File: config.mk
export PLATFORM = sky130hd
export DESIGN_NAME = crank_trigger_12_plus_1_decoder_core
export DESIGN_NICKNAME = d
export VERILOG_FILES = /design/src/hw/rtl/ctd_pkg.sv /design/src/hw/rtl/ctd_step.sv /design/src/hw/rtl/crank_trigger_12_plus_1_decoder_core.sv
export SDC_FILE = /design/constraint.sdc
export NUM_CORES = 1
export LEC_CHECK = 0
export ABC_AREA = 1
export BUFFER_PORTS_ARGS = -buffer_cell sky130_fd_sc_hd__buf_4
export CORE_UTILIZATION = 64
export CTS_BUF_LIST = sky130_fd_sc_hd__clkbuf_16
export CTS_CLUSTER_DIAMETER = 30
export DETAILED_ROUTE_END_ITERATION = 10
export GPL_ROUTABILITY_DRIVEN = 0
export PLACE_DENSITY_LB_ADDON = 0.25
export SLEW_MARGIN = 20
export SYNTH_ARGS = -nofsm -noshare
export SYNTH_HDL_FRONTEND = slang
export SYNTH_SLANG_ARGS = --single-unit
File: constraint.sdc
create_clock -name clk -period 17.85 [get_ports clk]
set_input_delay 2.6775 -clock clk [delete_from_list [all_inputs] [get_ports clk]]
set_output_delay 2.6775 -clock clk [all_outputs]
set_load 0.02 [all_outputs]
File: src/hw/rtl/ctd_pkg.sv
// ----------------------------------------------------------------------------
// ctd_pkg
// Shared types and constants for the 12+1 crank trigger decoder.
// ----------------------------------------------------------------------------
package ctd_pkg;

  localparam int TsW      = 32;
  localparam int CntW     = 4;
  localparam int AngW     = 10;
  localparam int OffW     = 10;
  localparam int AccW     = 12;
  localparam int OutDataW = 144;

  localparam logic [CntW-1:0] CountMax   = 4'd15;
  localparam logic [CntW-1:0] WrapCount  = 4'd13;
  localparam logic [CntW-1:0] ToothOne   = 4'd1;
  localparam logic [CntW-1:0] LastReal   = 4'd11;
  localparam int              ToothDeg   = 360 / 12;
  localparam int              CycleDeg   = 720;
  localparam int              HalfDeg    = 360;

  typedef enum logic {
    REQ_TOOTH     = 1'b0,
    REQ_SYNC_LOST = 1'b1
  } req_type_t;

  typedef struct packed {
    logic [TsW-1:0]  current_gap;
    logic [TsW-1:0]  previous_gap;
    logic [CntW-1:0] tooth_counter;
    logic            sync_flag;
    logic [TsW-1:0]  last_tooth_time;
    logic [TsW-1:0]  second_last_tooth_time;
    logic [TsW-1:0]  tooth_one_stamp;
    logic [TsW-1:0]  prior_tooth_one_stamp;
    logic [TsW-1:0]  revolutions;
  } ctd_state_t;

  typedef struct packed {
    logic [TsW-1:0]  tooth_one_time_us;
    logic [TsW-1:0]  last_tooth_time_us;
    logic [TsW-1:0]  revolution_count;
    logic [TsW-1:0]  tooth_gap_us;
    logic [AngW-1:0] crank_angle_deg;
    logic [CntW-1:0] tooth_number;
    logic            has_sync;
  } ctd_result_t;

endpackage

File: src/hw/rtl/ctd_step.sv
// ----------------------------------------------------------------------------
// ctd_step
// Next-state and result logic for one tooth or sync-lost word of the 12+1 decoder.
// ----------------------------------------------------------------------------
module ctd_step
  import ctd_pkg::*;
(
  input  ctd_state_t             state,
  input  logic signed [OffW-1:0] angle_offset,
  input  req_type_t              req_type,
  input  logic [TsW-1:0]         timestamp_us,
  output ctd_state_t             state_next,
  output ctd_result_t            result
);

  logic [CntW-1:0]        cnt_inc;
  logic [TsW-1:0]         gap;
  logic [CntW-1:0]        ang_idx;
  logic [AccW-1:0]        base_deg;
  logic signed [AccW-1:0] raw_deg;
  logic signed [AccW-1:0] plus_half;
  logic signed [AccW-1:0] wrapped;

  always_comb begin
    state_next = state;
    gap        = timestamp_us - state.last_tooth_time;
    cnt_inc    = (state.tooth_counter < CountMax) ? state.tooth_counter + 4'd1
                                                  : state.tooth_counter;
    unique case (req_type)
      REQ_SYNC_LOST: begin
        state_next.sync_flag = 1'b0;
      end
      REQ_TOOTH: begin
        state_next.previous_gap  = state.current_gap;
        state_next.current_gap   = gap;
        state_next.tooth_counter = cnt_inc;
        priority if (state.sync_flag && cnt_inc == WrapCount) begin
          state_next.tooth_counter = '0;
        end else if (state.sync_flag && cnt_inc == ToothOne) begin
          state_next.prior_tooth_one_stamp  = state.tooth_one_stamp;
          state_next.tooth_one_stamp        = timestamp_us;
          state_next.revolutions            = state.revolutions + 32'd1;
          state_next.second_last_tooth_time = state.last_tooth_time;
          state_next.last_tooth_time        = timestamp_us;
        end else if (gap < (state.current_gap >> 1)) begin
          state_next.tooth_counter = '0;
          state_next.sync_flag     = 1'b1;
        end else begin
          state_next.second_last_tooth_time = state.last_tooth_time;
          state_next.last_tooth_time        = timestamp_us;
        end
      end
      default: state_next = state;
    endcase
  end

  // tooth-resolution angle, wrapped into one engine cycle
  always_comb begin
    ang_idx   = (state_next.tooth_counter == '0) ? LastReal
                                                 : state_next.tooth_counter - 4'd1;
    base_deg  = AccW'(ang_idx) * AccW'(ToothDeg);
    raw_deg   = $signed(base_deg) + AccW'(angle_offset);
    plus_half = raw_deg + AccW'(HalfDeg);
    priority if (raw_deg >= AccW'(CycleDeg)) begin
      wrapped = raw_deg - AccW'(CycleDeg);
    end else if (raw_deg >= 0) begin
      wrapped = raw_deg;
    end else if (plus_half >= 0) begin
      wrapped = plus_half;
    end else begin
      wrapped = plus_half + AccW'(HalfDeg);
    end
  end

  assign result.has_sync           = state_next.sync_flag;
  assign result.tooth_number       = state_next.tooth_counter;
  assign result.crank_angle_deg    = wrapped[AngW-1:0];
  assign result.tooth_gap_us       = state_next.current_gap;
  assign result.revolution_count   = state_next.revolutions;
  assign result.last_tooth_time_us = state_next.last_tooth_time;
  assign result.tooth_one_time_us  = state_next.tooth_one_stamp;

endmodule

File: src/hw/rtl/crank_trigger_12_plus_1_decoder_core.sv
// ----------------------------------------------------------------------------
// crank_trigger_12_plus_1_decoder_core
// Tooth decoder for a 12+1 crank wheel with a tooth-resolution angle output.
// ----------------------------------------------------------------------------
// Usage:
//   Slave stream: tuser = request kind (0 tooth edge, 1 sync lost), tdata =
//   timestamp in microseconds. Each accepted word yields exactly one master
//   word with sync flag, tooth number, crank angle, gap, revolution count,
//   last tooth time and tooth-one time.
//   cfg_valid/cfg_ready write the signed trigger angle offset; write it only
//   while the block holds no word.
//   The word passes two register stages: the input register takes the word at
//   the accepting edge, and the state update and angle wrap then land in the
//   output register with m_tvalid high. Throughput is one word per cycle while
//   the receiver does not stall, set by the combinational state update loop.
//   Reset clears the decoder state and the offset and empties both word
//   registers.
//   When the receiver stalls the output word holds; one more word waits in
//   the input register, after which s_tready drops.
// ----------------------------------------------------------------------------
module crank_trigger_12_plus_1_decoder_core
  import ctd_pkg::*;
(
  input  logic                clk,
  input  logic                rst,
  input  logic                cfg_valid,
  output logic                cfg_ready,
  input  logic [OffW-1:0]     cfg_data,
  input  logic                s_tvalid,
  output logic                s_tready,
  input  logic [TsW-1:0]      s_tdata,   // [31:0] timestamp_us
  input  logic                s_tuser,   // [0] req_type
  output logic                m_tvalid,
  input  logic                m_tready,
  output logic [OutDataW-1:0] m_tdata    // has_sync, tooth_number, crank_angle_deg,
                                         // tooth_gap_us, revolution_count,
                                         // last_tooth_time_us, tooth_one_time_us, pad
);

  logic                   in_valid;
  req_type_t              in_req;
  logic [TsW-1:0]         in_ts;
  logic signed [OffW-1:0] angle_offset;
  ctd_state_t             state;
  ctd_state_t             state_next;
  ctd_result_t            result;
  ctd_result_t            out_word;
  logic                   advance;

  assign cfg_ready = 1'b1;
  assign advance   = in_valid && (!m_tvalid || m_tready);
  assign s_tready  = !in_valid || !m_tvalid || m_tready;

  ctd_step u_step (
    .state        (state),
    .angle_offset (angle_offset),
    .req_type     (in_req),
    .timestamp_us (in_ts),
    .state_next   (state_next),
    .result       (result)
  );

  always_ff @(posedge clk) begin
    if (rst) begin
      in_valid     <= 1'b0;
      m_tvalid     <= 1'b0;
      angle_offset <= '0;
      state        <= '0;
    end else begin
      if (cfg_valid) begin
        angle_offset <= $signed(cfg_data);
      end
      if (s_tready) begin
        in_valid <= s_tvalid;
      end
      if (advance) begin
        state    <= state_next;
        m_tvalid <= 1'b1;
      end else if (m_tready) begin
        m_tvalid <= 1'b0;
      end
    end
  end

  always_ff @(posedge clk) begin
    if (s_tready && s_tvalid) begin
      in_req <= req_type_t'(s_tuser);
      in_ts  <= s_tdata;
    end
    if (advance) begin
      out_word <= result;
    end
  end

  assign m_tdata = {1'b0, out_word};

endmodule

==> flow_metrics.env <==
export IMPL_status="finished, final reports clean"
export IMPL_final_cells=2471
export IMPL_postRouteAntennaNets=0
export IMPL_drive_gt1_share_pct=19.30
export IMPL_place_area_um2=18220
export IMPL_vias=13727
export IMPL_worst_pin_slew_ns=1.114
export IMPL_avgSynthCellArea_um2=8.755
export IMPL_criticalPathCategory="flop to flop"
export IMPL_worstPathArrival_ns=8.88
export IMPL_finalSetupViolCount=0
export IMPL_wl_met3_um=2422
export IMPL_maxCapViolCount=0
export IMPL_grt_max_degree=121
export IMPL_max_freq_ghz=0.1170
export IMPL_min_period_ns=8.545
export IMPL_hold_class="flop to flop"
export IMPL_ios=195
export IMPL_final_util_pct=80.13
export IMPL_critical_path_top_delay_family="adder cells"
export IMPL_synthToLayoutAreaGrowth_pct=21.99
export IMPL_rrSetupSlack_ns=9.30
export IMPL_wl_um=40600
export IMPL_clk_path_buf_depth=3
export IMPL_num_rows=58
export IMPL_initial_core_util_pct=65.68
export IMPL_wl_met1_um=15270
export IMPL_topRoutingLayerUsed="met4"
export IMPL_slowest_delay_ns=0.51
export IMPL_grt_overflow_total=0
export IMPL_final_common_cell="inv_1"
export IMPL_htreeDepth=2
export IMPL_maxSlewViolCount=0
export IMPL_synth_seq_cells=321
export IMPL_die_h_um=163.2
export IMPL_numClockSinks=321
export IMPL_cp_start_kind="flop"
export IMPL_first_pass_iters=8
export IMPL_ys_types=56
export IMPL_cts_made_buffers=59
export IMPL_clk_pin_slew_ns=0.05
export IMPL_drc=0
export IMPL_cp_max_fo=7
export IMPL_netlist_area_um2=16630
export IMPL_cts_repair_resized=0
export IMPL_rsz0062_at_grt="no"
export IMPL_drt_iter0_drc=1223
export IMPL_grt_pass1_vias=13384
export IMPL_slew_headroom_pct=25.54
export IMPL_clockRootBuffer="clkbuf_16"
export IMPL_fin_setup_tns_ns=0
export IMPL_ir_worst_vdd_mv=0.3400
export IMPL_seq_area_frac_synth_pct=49.22
export IMPL_antenna_found_initial=1
export IMPL_viasPerCell=5.555
export IMPL_holdBufCountCts=0
export IMPL_final_cell_mix="350 x inv_1, 243 x nand2_1, 198 x buf_4"
export IMPL_port_buffers=192
export IMPL_ys_warn_count=0
export IMPL_nets=2230
export IMPL_cts_tree="built"
export IMPL_fp_dieW_um=163.2
export IMPL_grt_pass1_wl_um=64520
export IMPL_post_route_period_util_pct=47.87
export IMPL_clock_skew_ns=0.02556
export IMPL_dpl_cell_count=2357
export IMPL_design_area_um2=20290
export IMPL_crit_buf_inv=10
export IMPL_die_area_um2=26640
export IMPL_core_area_um2=25330
export IMPL_leakagePower_nw=9.372
export IMPL_hold_viol_final=0
export IMPL_clk_latency_ns=0.59
export IMPL_worstPathRequired_ns=18.19
export IMPL_dr_wl_met2_um=20880
export IMPL_critPathSlowestCell="xor2_1"
export IMPL_fin_hold_ws_ns=0.4744
export IMPL_wire_per_inst_um=16.43
export IMPL_cp_end_kind="flop"
export IMPL_synthCells=1900
export IMPL_track_usage_pct=30.60
export IMPL_place_hpwl_um=26730
export IMPL_synth_nets=2041
export IMPL_cellPowerDensity_nw_per_um2=161.5
export IMPL_cts_post_setup_buffers_inserted=0
==> where the power goes <==
part	internal, W	leakage (nW)	switching (W)
registers	0.000876	2.88	0.0000290
clock network	0.000700	0.997	0.000410
logic	0.000454	5.49	0.000809
total	0.00203	9.37	0.00125
==> final cells by class <==
type / count / area [µm²]
multi-input cells: 1146 / 6771
clock inverters: 52 / 538.0
repair buffers: 199 / 1514
flip-flops and latches: 321 / 8188
inverters: 362 / 1365
diodes: 1 / 2.502
fillers: 1591 / 5034
clock buffers: 60 / 1501
well taps: 330 / 412.9
==> final timing paths <==
check             start          end  cells past startpoint
max            in_ts[0]  m_tdata[13]                     44
min          state[198]   state[198]                      2
max reg2reg    in_ts[0]  m_tdata[13]                     44
min reg2reg  state[198]   state[198]                      2
==> metrics by stage <==
step / power, W / worst slack, ns
2_1_floorplan: 0.001875 / 9.874
3_3_place_gp: 0.002088 / 9.845
3_5_place_dp: 0.002137 / 9.479
4_1_cts: 0.003267 / 9.406
5_1_grt: 0.003474 / 8.646
6_report: 0.003278 / 9.305
==> worst register-to-register path: cells and delay by family, from the launching register on <==
kind	cells	cell delay (ns)
adder cells (fa/ha/maj)	9	3.09
AND/OR/NAND/NOR	18	2.27
XOR/XNOR	4	1.26
buffers and inverters	10	0.83
AO/OA/AOI/OAI	3	0.44
flip-flops	1	0.40
==> logic make-up (layout without fill, tap and decap cells) <==
kind of cell | count (synthesis) | in the layout | share of synthesized area [%]
AO/OA/AOI/OAI | 491 | 491 | 16.16
AND/OR/NAND/NOR | 486 | 486 | 13.12
buffers and inverters | 433 | 673 | 10.16
flip-flops | 321 | 321 | 49.22
adder cells (fa/ha/maj) | 93 | 93 | 7.266
XOR/XNOR | 74 | 74 | 4.032
other | 2 | 3 | 0.04515
==> routing by layer <==
metal / track usage (%) / vias to the layer above
li1: - / 6648
met1: 33.56 / 6389
met2: 55.91 / 554
met3: 4.926 / 136
met4: 17.08 / 0
met5: 0 / -
==> synthesized netlist by cell type (all sizes together) <==
| library cell | instances | share of area (%) |
|---|---|---|
| a211oi | 5 | 0.23 |
| a21boi | 3 | 0.16 |
| a21o | 6 | 0.27 |
| a21oi | 224 | 7.5 |
| a221oi | 2 | 0.11 |
| a31oi | 7 | 0.26 |
| and2 | 2 | 0.075 |
| buf | 16 | 0.74 |
| clkbuf | 55 | 1.2 |
| clkinv | 2 | 0.053 |
| conb | 2 | 0.045 |
| dfxtp | 145 | 17 |
| edfxtp | 176 | 32 |
| fa | 6 | 0.72 |
| ha | 87 | 6.5 |
| inv | 360 | 8.1 |
| nand2 | 256 | 6.0 |
| nand3 | 38 | 1.3 |
| nand3b | 3 | 0.14 |
| nand4 | 17 | 0.71 |
| nor2 | 140 | 3.8 |
| nor3 | 21 | 0.69 |
| nor4 | 4 | 0.19 |
| o211ai | 4 | 0.24 |
| o21a | 2 | 0.090 |
| o21ai | 227 | 6.9 |
| o21bai | 5 | 0.23 |
| o221ai | 1 | 0.053 |
| o22ai | 3 | 0.11 |
| o311ai | 1 | 0.053 |
| o31ai | 1 | 0.045 |
| or2 | 4 | 0.15 |
| or4 | 1 | 0.045 |
| xnor2 | 13 | 0.68 |
| xor2 | 61 | 3.3 |
==> registers in the layout (all words and copies together), names as in the netlist <==
name	flops
in_ts	32
in_valid	1
m_tvalid	1
m_tdata	143
in_req	1
state	133
angle_offset	10
(Power assumes the default switching activity.)
